$ cat config.mk
export PLATFORM = sky130hd
export DESIGN_NAME = date_time_field_editor_flat
export DESIGN_NICKNAME = d
export VERILOG_FILES = /design/src/sv/dtfe_pkg.sv /design/src/sv/dtfe_channels.sv /design/src/sv/dtfe_ctrl.sv /design/src/sv/dtfe_datapath.sv /design/src/sv/date_time_field_editor.sv /design/src/flat_wrapper.sv
export SDC_FILE = /design/constraint.sdc
export NUM_CORES = 1
export LEC_CHECK = 0
export BUFFER_PORTS_ARGS = -buffer_cell sky130_fd_sc_hd__buf_2
export CAP_MARGIN = 5
export CORE_ASPECT_RATIO = 0.6
export CORE_MARGIN = 2
export CORE_UTILIZATION = 60
export DETAILED_ROUTE_END_ITERATION = 8
export GPL_ROUTABILITY_DRIVEN = 0
export PLACE_DENSITY = 0.81
export SYNTH_ARGS = -nofsm -noshare
export SYNTH_HDL_FRONTEND = slang
export SYNTH_SLANG_ARGS = --single-unit
export TNS_END_PERCENT = 1
$ cat constraint.sdc
create_clock -name clk_i -period 7.63 [get_ports clk_i]
set_input_delay 0.3815 -clock clk_i [delete_from_list [all_inputs] [get_ports clk_i]]
set_output_delay 0.3815 -clock clk_i [all_outputs]
set_load 0.1 [all_outputs]
$ cat src/sv/dtfe_pkg.sv
`timescale 1ns / 1ps
`default_nettype none
package dtfe_pkg;

  typedef enum logic [2:0] {
    ACT_TICK   = 3'd0,
    ACT_MODE   = 3'd1,
    ACT_SELECT = 3'd2,
    ACT_UP     = 3'd3,
    ACT_DOWN   = 3'd4,
    ACT_LOAD   = 3'd5
  } action_e;

  typedef enum logic [2:0] {
    FLD_YEAR   = 3'd0,
    FLD_MONTH  = 3'd1,
    FLD_DAY    = 3'd2,
    FLD_HOUR   = 3'd3,
    FLD_MINUTE = 3'd4,
    FLD_SECOND = 3'd5
  } field_e;

  typedef enum logic [1:0] {
    OP_NONE,
    OP_UP,
    OP_DOWN
  } fix_op_e;

  localparam logic [6:0] YEAR_MAX     = 7'd99;
  localparam logic [3:0] MONTH_MAX    = 4'd12;
  localparam logic [4:0] HOUR_MAX     = 5'd23;
  localparam logic [5:0] MINSEC_MAX   = 6'd59;
  localparam logic [9:0] PERIOD_RESET = 10'd500;

  typedef struct packed {
    logic [2:0] action;
    logic [6:0] load_year;
    logic [3:0] load_month;
    logic [4:0] load_day;
    logic [4:0] load_hour;
    logic [5:0] load_minute;
    logic [5:0] load_second;
  } in_beat_t;

  typedef struct packed {
    logic [6:0] out_year;
    logic [3:0] out_month;
    logic [4:0] out_day;
    logic [4:0] out_hour;
    logic [5:0] out_minute;
    logic [5:0] out_second;
    logic [2:0] selected_index;
    logic       in_set_mode;
    logic       blank_selected;
    logic       write_rtc;
  } out_beat_t;

  typedef struct packed {
    logic capture;  // take the input beat, apply the field change
    logic commit;   // day fix, update state and output register
  } dp_cmd_t;

  function automatic logic [4:0] month_days(input logic [3:0] month, input logic [6:0] year);
    logic [4:0] days;
    case (month) inside
      4'd2:                   days = (year[1:0] == 2'd0) ? 5'd29 : 5'd28;
      4'd4, 4'd6, 4'd9, 4'd11: days = 5'd30;
      default:                days = 5'd31;
    endcase
    return days;
  endfunction

endpackage
`default_nettype wire

$ cat src/sv/dtfe_channels.sv
`timescale 1ns / 1ps
`default_nettype none
interface dtfe_in_if;
  logic       valid;
  logic       ready;
  logic [2:0] action;
  logic [6:0] load_year;
  logic [3:0] load_month;
  logic [4:0] load_day;
  logic [4:0] load_hour;
  logic [5:0] load_minute;
  logic [5:0] load_second;

  modport source (
    output valid, action, load_year, load_month, load_day, load_hour, load_minute,
           load_second,
    input  ready
  );
  modport sink (
    input  valid, action, load_year, load_month, load_day, load_hour, load_minute,
           load_second,
    output ready
  );
endinterface

interface dtfe_out_if;
  logic       valid;
  logic       ready;
  logic [6:0] out_year;
  logic [3:0] out_month;
  logic [4:0] out_day;
  logic [4:0] out_hour;
  logic [5:0] out_minute;
  logic [5:0] out_second;
  logic [2:0] selected_index;
  logic       in_set_mode;
  logic       blank_selected;
  logic       write_rtc;

  modport source (
    output valid, out_year, out_month, out_day, out_hour, out_minute, out_second,
           selected_index, in_set_mode, blank_selected, write_rtc,
    input  ready
  );
  modport sink (
    input  valid, out_year, out_month, out_day, out_hour, out_minute, out_second,
           selected_index, in_set_mode, blank_selected, write_rtc,
    output ready
  );
endinterface

interface dtfe_cfg_if;
  logic       valid;
  logic       ready;
  logic [9:0] blink_half_period;

  modport source (output valid, blink_half_period, input ready);
  modport sink (input valid, blink_half_period, output ready);
endinterface
`default_nettype wire

$ cat src/sv/dtfe_ctrl.sv
`timescale 1ns / 1ps
`default_nettype none
module dtfe_ctrl (
  input  logic              clk_i,
  input  logic              rst_ni,
  input  logic              in_valid_i,
  output logic              in_ready_o,
  output logic              out_valid_o,
  input  logic              out_ready_i,
  output dtfe_pkg::dp_cmd_t cmd_o
);

  typedef enum logic [1:0] {
    S_IDLE = 2'b01,
    S_FIX  = 2'b10
  } state_e;

  state_e state_q, state_d;
  logic   out_valid_q, out_valid_d;
  logic   capture, commit;

  assign in_ready_o  = (state_q == S_IDLE);
  assign capture     = in_valid_i && in_ready_o;
  // result slot is free when empty or being drained this cycle
  assign commit      = (state_q == S_FIX) && (!out_valid_q || out_ready_i);
  assign out_valid_o = out_valid_q;

  assign cmd_o.capture = capture;
  assign cmd_o.commit  = commit;

  always_comb begin
    state_d = state_q;
    unique case (state_q)
      S_IDLE: if (capture) state_d = S_FIX;
      S_FIX:  if (commit) state_d = S_IDLE;
      default: state_d = S_IDLE;
    endcase
  end

  always_comb begin
    out_valid_d = out_valid_q;
    if (commit) begin
      out_valid_d = 1'b1;
    end else if (out_ready_i) begin
      out_valid_d = 1'b0;
    end
  end

  always_ff @(posedge clk_i or negedge rst_ni) begin
    if (!rst_ni) begin
      state_q     <= S_IDLE;
      out_valid_q <= 1'b0;
    end else begin
      state_q     <= state_d;
      out_valid_q <= out_valid_d;
    end
  end

endmodule
`default_nettype wire

$ cat src/sv/dtfe_datapath.sv
`timescale 1ns / 1ps
`default_nettype none
module dtfe_datapath (
  input  logic                clk_i,
  input  logic                rst_ni,
  input  dtfe_pkg::dp_cmd_t   cmd_i,
  input  dtfe_pkg::in_beat_t  in_i,
  input  logic                cfg_we_i,
  input  logic [9:0]          cfg_period_i,
  output dtfe_pkg::out_beat_t out_o
);

  // architectural state
  logic [6:0] year_q;
  logic [3:0] month_q;
  logic [4:0] day_q;
  logic [4:0] hour_q;
  logic [5:0] minute_q, second_q;
  logic [2:0] sel_q;
  logic       edit_q, blink_q;
  logic [9:0] tick_q, period_q;

  // candidate values between capture and commit
  logic [6:0] c_year_q, c_year_d;
  logic [3:0] c_month_q, c_month_d;
  logic [5:0] c_day_q, c_day_d;
  logic [4:0] c_hour_q, c_hour_d;
  logic [5:0] c_minute_q, c_minute_d;
  logic [5:0] c_second_q, c_second_d;
  logic [2:0] c_sel_q, c_sel_d;
  logic       c_edit_q, c_edit_d;
  logic       c_blink_q, c_blink_d;
  logic [9:0] c_tick_q, c_tick_d;
  logic       c_write_q, c_write_d;
  dtfe_pkg::fix_op_e c_op_q, c_op_d;

  dtfe_pkg::out_beat_t out_q;

  logic [9:0] tick_inc;
  logic [4:0] lim;
  logic [5:0] lim_up, rem_up, rem_dn;
  logic [4:0] fix_day;

  assign tick_inc = tick_q + 10'd1;

  // field change for one beat
  always_comb begin
    c_year_d   = year_q;
    c_month_d  = month_q;
    c_day_d    = {1'b0, day_q};
    c_hour_d   = hour_q;
    c_minute_d = minute_q;
    c_second_d = second_q;
    c_sel_d    = sel_q;
    c_edit_d   = edit_q;
    c_blink_d  = blink_q;
    c_tick_d   = tick_q;
    c_write_d  = 1'b0;
    c_op_d     = dtfe_pkg::OP_NONE;
    unique case (in_i.action)
      dtfe_pkg::ACT_TICK: begin
        c_tick_d = tick_inc;
        if (tick_inc == period_q) begin
          c_blink_d = ~blink_q;
          c_tick_d  = 10'd0;
        end
      end
      dtfe_pkg::ACT_MODE: begin
        c_write_d = edit_q;
        c_edit_d  = ~edit_q;
      end
      dtfe_pkg::ACT_LOAD: begin
        if (!edit_q) begin
          c_year_d   = (in_i.load_year > dtfe_pkg::YEAR_MAX) ? dtfe_pkg::YEAR_MAX
                                                              : in_i.load_year;
          c_month_d  = (in_i.load_month == 4'd0) ? 4'd1 :
                       (in_i.load_month > dtfe_pkg::MONTH_MAX) ? dtfe_pkg::MONTH_MAX
                                                                : in_i.load_month;
          c_day_d    = {1'b0, (in_i.load_day == 5'd0) ? 5'd1 : in_i.load_day};
          c_hour_d   = (in_i.load_hour > dtfe_pkg::HOUR_MAX) ? dtfe_pkg::HOUR_MAX
                                                              : in_i.load_hour;
          c_minute_d = (in_i.load_minute > dtfe_pkg::MINSEC_MAX) ? dtfe_pkg::MINSEC_MAX
                                                                  : in_i.load_minute;
          c_second_d = (in_i.load_second > dtfe_pkg::MINSEC_MAX) ? dtfe_pkg::MINSEC_MAX
                                                                  : in_i.load_second;
        end
      end
      dtfe_pkg::ACT_SELECT: begin
        if (edit_q) begin
          c_sel_d = (sel_q == dtfe_pkg::FLD_SECOND) ? dtfe_pkg::FLD_YEAR : sel_q + 3'd1;
        end
      end
      dtfe_pkg::ACT_UP: begin
        if (edit_q) begin
          c_op_d = dtfe_pkg::OP_UP;
          case (sel_q)
            dtfe_pkg::FLD_YEAR:
              c_year_d = (year_q == dtfe_pkg::YEAR_MAX) ? 7'd0 : year_q + 7'd1;
            dtfe_pkg::FLD_MONTH:
              c_month_d = (month_q == dtfe_pkg::MONTH_MAX) ? 4'd1 : month_q + 4'd1;
            dtfe_pkg::FLD_DAY:
              c_day_d = {1'b0, day_q} + 6'd1;
            dtfe_pkg::FLD_HOUR:
              c_hour_d = (hour_q == dtfe_pkg::HOUR_MAX) ? 5'd0 : hour_q + 5'd1;
            dtfe_pkg::FLD_MINUTE:
              c_minute_d = (minute_q == dtfe_pkg::MINSEC_MAX) ? 6'd0 : minute_q + 6'd1;
            dtfe_pkg::FLD_SECOND:
              c_second_d = (second_q == dtfe_pkg::MINSEC_MAX) ? 6'd0 : second_q + 6'd1;
            default: ;
          endcase
        end
      end
      dtfe_pkg::ACT_DOWN: begin
        if (edit_q) begin
          c_op_d = dtfe_pkg::OP_DOWN;
          case (sel_q)
            dtfe_pkg::FLD_YEAR:
              c_year_d = (year_q == 7'd0) ? dtfe_pkg::YEAR_MAX : year_q - 7'd1;
            dtfe_pkg::FLD_MONTH:
              c_month_d = (month_q == 4'd1) ? dtfe_pkg::MONTH_MAX : month_q - 4'd1;
            dtfe_pkg::FLD_DAY:
              c_day_d = {1'b0, day_q} - 6'd1;
            dtfe_pkg::FLD_HOUR:
              c_hour_d = (hour_q == 5'd0) ? dtfe_pkg::HOUR_MAX : hour_q - 5'd1;
            dtfe_pkg::FLD_MINUTE:
              c_minute_d = (minute_q == 6'd0) ? dtfe_pkg::MINSEC_MAX : minute_q - 6'd1;
            dtfe_pkg::FLD_SECOND:
              c_second_d = (second_q == 6'd0) ? dtfe_pkg::MINSEC_MAX : second_q - 6'd1;
            default: ;
          endcase
        end
      end
      default: ;
    endcase
  end

  // day-of-month fix: day stays below twice the modulus, one subtract is enough
  assign lim    = dtfe_pkg::month_days(c_month_q, c_year_q);
  assign lim_up = {1'b0, lim} + 6'd1;
  assign rem_up = (c_day_q >= lim_up) ? c_day_q - lim_up : c_day_q;
  assign rem_dn = (c_day_q >= {1'b0, lim}) ? c_day_q - {1'b0, lim} : c_day_q;

  always_comb begin
    case (c_op_q)
      dtfe_pkg::OP_UP:   fix_day = (rem_up == 6'd0) ? 5'd1 : rem_up[4:0];
      dtfe_pkg::OP_DOWN: fix_day = (rem_dn == 6'd0) ? lim : rem_dn[4:0];
      default:           fix_day = c_day_q[4:0];
    endcase
  end

  always_ff @(posedge clk_i) begin
    if (cmd_i.capture) begin
      c_year_q   <= c_year_d;
      c_month_q  <= c_month_d;
      c_day_q    <= c_day_d;
      c_hour_q   <= c_hour_d;
      c_minute_q <= c_minute_d;
      c_second_q <= c_second_d;
      c_sel_q    <= c_sel_d;
      c_edit_q   <= c_edit_d;
      c_blink_q  <= c_blink_d;
      c_tick_q   <= c_tick_d;
      c_write_q  <= c_write_d;
      c_op_q     <= c_op_d;
    end
    if (cmd_i.commit) begin
      out_q.out_year       <= c_year_q;
      out_q.out_month      <= c_month_q;
      out_q.out_day        <= fix_day;
      out_q.out_hour       <= c_hour_q;
      out_q.out_minute     <= c_minute_q;
      out_q.out_second     <= c_second_q;
      out_q.selected_index <= c_sel_q;
      out_q.in_set_mode    <= c_edit_q;
      out_q.blank_selected <= c_edit_q & c_blink_q;
      out_q.write_rtc      <= c_write_q;
    end
  end

  always_ff @(posedge clk_i or negedge rst_ni) begin
    if (!rst_ni) begin
      year_q   <= 7'd0;
      month_q  <= 4'd1;
      day_q    <= 5'd1;
      hour_q   <= 5'd0;
      minute_q <= 6'd0;
      second_q <= 6'd0;
      sel_q    <= dtfe_pkg::FLD_YEAR;
      edit_q   <= 1'b0;
      blink_q  <= 1'b0;
      tick_q   <= 10'd0;
      period_q <= dtfe_pkg::PERIOD_RESET;
    end else begin
      if (cmd_i.commit) begin
        year_q   <= c_year_q;
        month_q  <= c_month_q;
        day_q    <= fix_day;
        hour_q   <= c_hour_q;
        minute_q <= c_minute_q;
        second_q <= c_second_q;
        sel_q    <= c_sel_q;
        edit_q   <= c_edit_q;
        blink_q  <= c_blink_q;
        tick_q   <= c_tick_q;
      end
      if (cfg_we_i) begin
        period_q <= cfg_period_i;
      end
    end
  end

  assign out_o = out_q;

endmodule
`default_nettype wire

$ cat src/sv/date_time_field_editor.sv
// Date/time field editor: keeps year (00-99), month, day, hour, minute and second with a
// show/set mode, a selected field and a blink phase, and answers every input beat with one
// result beat carrying the fields after that beat. A capture step applies the key, tick
// or load to the fields; a commit step then folds the day back into the month length
// after an up or down key (one compare-and-subtract) and writes the state and the output
// register. A result waiting on the output does not block the next input beat; only
// when the previous result is still unread at the commit step does the block hold the
// item until the output is taken. The blink half period is written over the cfg channel,
// which is always ready; write it only while no item is in flight.
`timescale 1ns / 1ps
`default_nettype none
module date_time_field_editor (
  input  logic       clk_i,
  input  logic       rst_ni,
  dtfe_in_if.sink    in_i,
  dtfe_out_if.source out_o,
  dtfe_cfg_if.sink   cfg_i
);

  dtfe_pkg::dp_cmd_t   cmd;
  dtfe_pkg::in_beat_t  in_beat;
  dtfe_pkg::out_beat_t out_beat;
  logic                in_ready, out_valid;

  assign in_beat.action      = in_i.action;
  assign in_beat.load_year   = in_i.load_year;
  assign in_beat.load_month  = in_i.load_month;
  assign in_beat.load_day    = in_i.load_day;
  assign in_beat.load_hour   = in_i.load_hour;
  assign in_beat.load_minute = in_i.load_minute;
  assign in_beat.load_second = in_i.load_second;

  assign cfg_i.ready = 1'b1;
  assign in_i.ready  = in_ready;
  assign out_o.valid = out_valid;

  dtfe_ctrl u_ctrl (
    .clk_i       (clk_i),
    .rst_ni      (rst_ni),
    .in_valid_i  (in_i.valid),
    .in_ready_o  (in_ready),
    .out_valid_o (out_valid),
    .out_ready_i (out_o.ready),
    .cmd_o       (cmd)
  );

  dtfe_datapath u_dp (
    .clk_i        (clk_i),
    .rst_ni       (rst_ni),
    .cmd_i        (cmd),
    .in_i         (in_beat),
    .cfg_we_i     (cfg_i.valid),
    .cfg_period_i (cfg_i.blink_half_period),
    .out_o        (out_beat)
  );

  assign out_o.out_year       = out_beat.out_year;
  assign out_o.out_month      = out_beat.out_month;
  assign out_o.out_day        = out_beat.out_day;
  assign out_o.out_hour       = out_beat.out_hour;
  assign out_o.out_minute     = out_beat.out_minute;
  assign out_o.out_second     = out_beat.out_second;
  assign out_o.selected_index = out_beat.selected_index;
  assign out_o.in_set_mode    = out_beat.in_set_mode;
  assign out_o.blank_selected = out_beat.blank_selected;
  assign out_o.write_rtc      = out_beat.write_rtc;

endmodule
`default_nettype wire

$ cat src/flat_wrapper.sv
// flat-port wrapper written by rule: the top's interface ports become plain ports
module date_time_field_editor_flat 
  (clk_i, rst_ni, in_i_valid, in_i_action, in_i_load_year, in_i_load_month, in_i_load_day, in_i_load_hour, in_i_load_minute, in_i_load_second, in_i_ready, out_o_valid, out_o_out_year, out_o_out_month, out_o_out_day, out_o_out_hour, out_o_out_minute, out_o_out_second, out_o_selected_index, out_o_in_set_mode, out_o_blank_selected, out_o_write_rtc, out_o_ready, cfg_i_valid, cfg_i_blink_half_period, cfg_i_ready);
  dtfe_in_if in_i_i ();
  dtfe_out_if out_o_i ();
  dtfe_cfg_if cfg_i_i ();
  input  logic clk_i;
  input  logic rst_ni;
  input wire logic [$bits(in_i_i.valid)-1:0] in_i_valid;
  input wire logic [$bits(in_i_i.action)-1:0] in_i_action;
  input wire logic [$bits(in_i_i.load_year)-1:0] in_i_load_year;
  input wire logic [$bits(in_i_i.load_month)-1:0] in_i_load_month;
  input wire logic [$bits(in_i_i.load_day)-1:0] in_i_load_day;
  input wire logic [$bits(in_i_i.load_hour)-1:0] in_i_load_hour;
  input wire logic [$bits(in_i_i.load_minute)-1:0] in_i_load_minute;
  input wire logic [$bits(in_i_i.load_second)-1:0] in_i_load_second;
  output wire logic [$bits(in_i_i.ready)-1:0] in_i_ready;
  output wire logic [$bits(out_o_i.valid)-1:0] out_o_valid;
  output wire logic [$bits(out_o_i.out_year)-1:0] out_o_out_year;
  output wire logic [$bits(out_o_i.out_month)-1:0] out_o_out_month;
  output wire logic [$bits(out_o_i.out_day)-1:0] out_o_out_day;
  output wire logic [$bits(out_o_i.out_hour)-1:0] out_o_out_hour;
  output wire logic [$bits(out_o_i.out_minute)-1:0] out_o_out_minute;
  output wire logic [$bits(out_o_i.out_second)-1:0] out_o_out_second;
  output wire logic [$bits(out_o_i.selected_index)-1:0] out_o_selected_index;
  output wire logic [$bits(out_o_i.in_set_mode)-1:0] out_o_in_set_mode;
  output wire logic [$bits(out_o_i.blank_selected)-1:0] out_o_blank_selected;
  output wire logic [$bits(out_o_i.write_rtc)-1:0] out_o_write_rtc;
  input wire logic [$bits(out_o_i.ready)-1:0] out_o_ready;
  input wire logic [$bits(cfg_i_i.valid)-1:0] cfg_i_valid;
  input wire logic [$bits(cfg_i_i.blink_half_period)-1:0] cfg_i_blink_half_period;
  output wire logic [$bits(cfg_i_i.ready)-1:0] cfg_i_ready;
  assign in_i_i.valid = in_i_valid;
  assign in_i_i.action = in_i_action;
  assign in_i_i.load_year = in_i_load_year;
  assign in_i_i.load_month = in_i_load_month;
  assign in_i_i.load_day = in_i_load_day;
  assign in_i_i.load_hour = in_i_load_hour;
  assign in_i_i.load_minute = in_i_load_minute;
  assign in_i_i.load_second = in_i_load_second;
  assign in_i_ready = in_i_i.ready;
  assign out_o_valid = out_o_i.valid;
  assign out_o_out_year = out_o_i.out_year;
  assign out_o_out_month = out_o_i.out_month;
  assign out_o_out_day = out_o_i.out_day;
  assign out_o_out_hour = out_o_i.out_hour;
  assign out_o_out_minute = out_o_i.out_minute;
  assign out_o_out_second = out_o_i.out_second;
  assign out_o_selected_index = out_o_i.selected_index;
  assign out_o_in_set_mode = out_o_i.in_set_mode;
  assign out_o_blank_selected = out_o_i.blank_selected;
  assign out_o_write_rtc = out_o_i.write_rtc;
  assign out_o_i.ready = out_o_ready;
  assign cfg_i_i.valid = cfg_i_valid;
  assign cfg_i_i.blink_half_period = cfg_i_blink_half_period;
  assign cfg_i_ready = cfg_i_i.ready;
  date_time_field_editor u_core (.clk_i(clk_i), .rst_ni(rst_ni), .in_i(in_i_i), .out_o(out_o_i), .cfg_i(cfg_i_i));
endmodule
==> results.md <==
* Pwr per Cell Area at 346 nW/um^2
* Status: finished clean
* GR Util All Layers at 29.0%
* Complex-gate fraction of the synthesized area at 18.4%
* Vias in the first global route at 6873
* Post-synth top flop: edfxtp_1
* Largest family of logic cells by synthesized area: compound AO/OA/AOI/OAI gates
* Crit path launch: u_core.u_dp.c_month_q[0]
* Worst slew pin tran at 1.06 ns
* Clock Latency Late Sink at 0.43 ns
* CTS Buffer Depth at 2
* Avg WL per Cell at 19.2 microns
* Syn. warnings at 0
* Post-synth design cell area at 8820 sq um
* FILL cells at 1054
* 1st-pass router iterations at 5
* R2r endpoint: u_core.u_dp.day_q[3]
* Post-Synth XOR/XNOR Area at 2.08%
* Critical path arrival at 4.09 ns
* Setup_tns at 0 ns
* Die height at 97.9 microns
* # setup viols final at 0
* CTS Root Buffer Type: clkbuf_16
* VDD IR max at 0.211 mV
* Area Growth Syn to Fin at 13.2%
* Hold Slack at 0.132 ns
* Unrepaired setup endpoints after global routing: false
* Final WL at 22500 microns
* Worst Path Required at 7.94 ns
* Residual DRC at 0
* Post-DR vias/cell at 6.42
* H-tree Lvls at 4
* Grt ovf at 0
* Commonest cells after routing, fill and taps aside: nand2_1, buf_2, edfxtp_1
* Final net count at 1043
* Synth async-reset ratio at 40.1%
* Buffers on Ports at 91
* Synth area leaders: edfxtp_1, dfrtp_1, mux2_2
* Metal3 WL at 2690 microns
* Mux cell area share after synthesis at 5.49%
* Count of flip-flops with a built-in enable after synthesis at 91
* Most common cell after layout, fill and taps aside: nand2_1
* DRT iter0 DRCs at 954
* Post-CTS setup buffers at 0
* Share of layout cells above drive strength 1 at 20.2%
* Worst clock skew at 0.00935 ns
* Post-CTS Resized at 0
* CP Capture Type: register
* Fin crit share at 49.6%
* Initial Utilization at 61.2%
* Max-Cap Viols at 0
* Post-Syn Instances at 890
* Adder-cell share of the synthesized area at 4.71%
* # IOs at 93
* Post-synth top area cell: edfxtp_1
* Slew margin rel. at 29.4%
* Yosys reg bits at 152
* Detail Route Antenna Nets at 0
* Pin count of the biggest net entering global routing at 62
* Slew Limit Fails at 0
* Syn nets at 973
* Post-synthesis simple-gate area fraction at 17.0%
* TritonCTS clock tree: built
* Worst setup path class: reg -> reg
* Worst-path maximum fanout at 7
* Clock-pin slew on the worst setup and hold paths at 0.07 ns
* Core area at 14400 sq um
* Post-synthesis sequential area ratio at 48.4%
* Initial antenna violation count at 0
* Die extent in x at 161 microns
* Hold_buf cts at 0
* Syn avg cell area at 9.91 sq um
* Ant diodes at 0
* Worst min-delay path class: in -> async
* Fmax at 264 MHz
* Die area at 15700 sq um
* CTS buffer count at 17
* Reg2Reg Setup Slack at 3.84 ns
* Static Leak at 3.88 nW
* Period minus WS final at 3.79 ns
* Yosys top cell area share at 31.0%
* Reg-to-reg critical path startpoint: u_core.u_dp.c_month_q[0]
* Via count at 7520
* Met2 wire length at 9210 microns
* Post-DP HPWL at 15100 microns
* FF-to-FF path depth at 8
* Hold Fails Final Rpt at 0
* Clk sink count at 152
* Startpoint types: register
* Top layer reached by signal wires: met4
* Row Count at 34
* Layout Utilization at 69.3%
* WL met1 at 10300 microns
* First-pass GRT wire length at 35700 microns
* Yosys cell types at 70
[report_power, final]
| part | leakage (nW) | switching (mW) | total (mW) | internal [mW] |
|---|---|---|---|---|
| Sequential | 1.58 | 0.337 | 1.47 | 1.13 |
| Clock | 0.284 | 0.350 | 0.835 | 0.484 |
| Combinational | 2.02 | 0.680 | 1.15 | 0.470 |
[worst max path at each step]
| stage | to | cells after the start |
|---|---|---|
| CTS | u_core.u_dp.day_q[3] | 8 |
| global route | u_core.u_dp.day_q[3] | 8 |
| finish | u_core.u_dp.day_q[3] | 8 |
| floorplan | u_core.u_dp.c_blink_q | 2 |
| global placement | u_core.u_dp.day_q[3] | 8 |
| detailed placement | u_core.u_dp.day_q[3] | 8 |
[kinds of logic after synthesis]
family          count (synthesis)
simple gates                  299
compound gates                256
flops                         152
buf+inv                        86
mux                            43
fa+ha+maj                      32
xor+xnor                       21
other cells                     1
[worst max-delay path: stages (launching register included)]
cell and delay, ns:
edfxtp_1 0.46, or4b_2 0.79, ha_1 0.31, ha_1 0.36, a2111o_1 0.38, o22ai_1 0.50, nor2_1 0.17, a221o_1 0.41
mux2_2 0.29
[layer usage]
metal / vias up / global-route usage, %
li1: 3463 / -
met1: 3539 / 45.1
met2: 481 / 41.1
met3: 37 / 6.41
met4: 0 / 7.62
met5: - / 0
[state kept, by name, summed over array words and instances (netlist names), 2 cells and up]
| register | count |
|---|---|
| u_core.u_dp.c_tick_q | 10 |
| u_core.u_dp.year_q | 7 |
| u_core.u_dp.c_sel_q | 3 |
| u_core.u_dp.c_hour_q | 5 |
| u_core.u_dp.day_q | 5 |
| u_core.u_dp.c_second_q | 6 |
| u_core.u_dp.second_q | 6 |
| u_core.u_dp.period_q | 10 |
| u_core.u_dp.c_day_q | 6 |
| u_core.u_dp.c_op_q | 2 |
| u_core.u_ctrl.state_q | 2 |
| u_core.u_dp.out_o | 39 |
| u_core.u_dp.hour_q | 5 |
| u_core.u_dp.minute_q | 6 |
| u_core.u_dp.tick_q | 10 |
| u_core.u_dp.c_year_q | 7 |
| u_core.u_dp.sel_q | 3 |
| u_core.u_dp.month_q | 4 |
| u_core.u_dp.c_minute_q | 6 |
| u_core.u_dp.c_month_q | 4 |
[per-stage QoR]
step / power (mW) / cell area [sq um] / std cells / worst slack (ns)
floorplan: 2.28 / 8820 / 890 / 3.90
global placement: 2.54 / 9410 / 1139 / 3.99
detailed placement: 2.58 / 9410 / 1139 / 3.92
CTS: 3.42 / 9990 / 1171 / 3.89
global route: 3.64 / 9990 / 1171 / 3.67
finish: 3.46 / 9990 / 1171 / 3.84
[synthesized netlist by cell type, drive strengths merged (9+ instances only)]
library cell / n
a31oi: 11
clkbuf: 37
xnor2: 17
nor2: 51
nand2b: 14
nor4: 10
nor2b: 13
a21oi: 64
and3: 10
mux2: 43
nand4: 10
nor3: 22
dfrtp: 52
o211ai: 11
o21ai: 77
ha: 30
and2: 9
nand3: 29
o221ai: 9
edfxtp: 91
inv: 35
nand2: 97
buf: 13
a21o: 13
dfstp: 9
[final cells by class]
| class | count | area (sq um) | share of cell area (%) |
|---|---|---|---|
| multi-input cells | 652 | 4230 | 42.3 |
| well taps | 198 | 248 | 2.48 |
| clock buffers | 18 | 429 | 4.30 |
| clock inverters | 14 | 150 | 1.50 |
| inverters | 36 | 135 | 1.35 |
| flip-flops and latches | 152 | 4270 | 42.8 |
| repair buffers | 101 | 531 | 5.31 |
No activity file was read; power rests on OpenSTA's default activity.
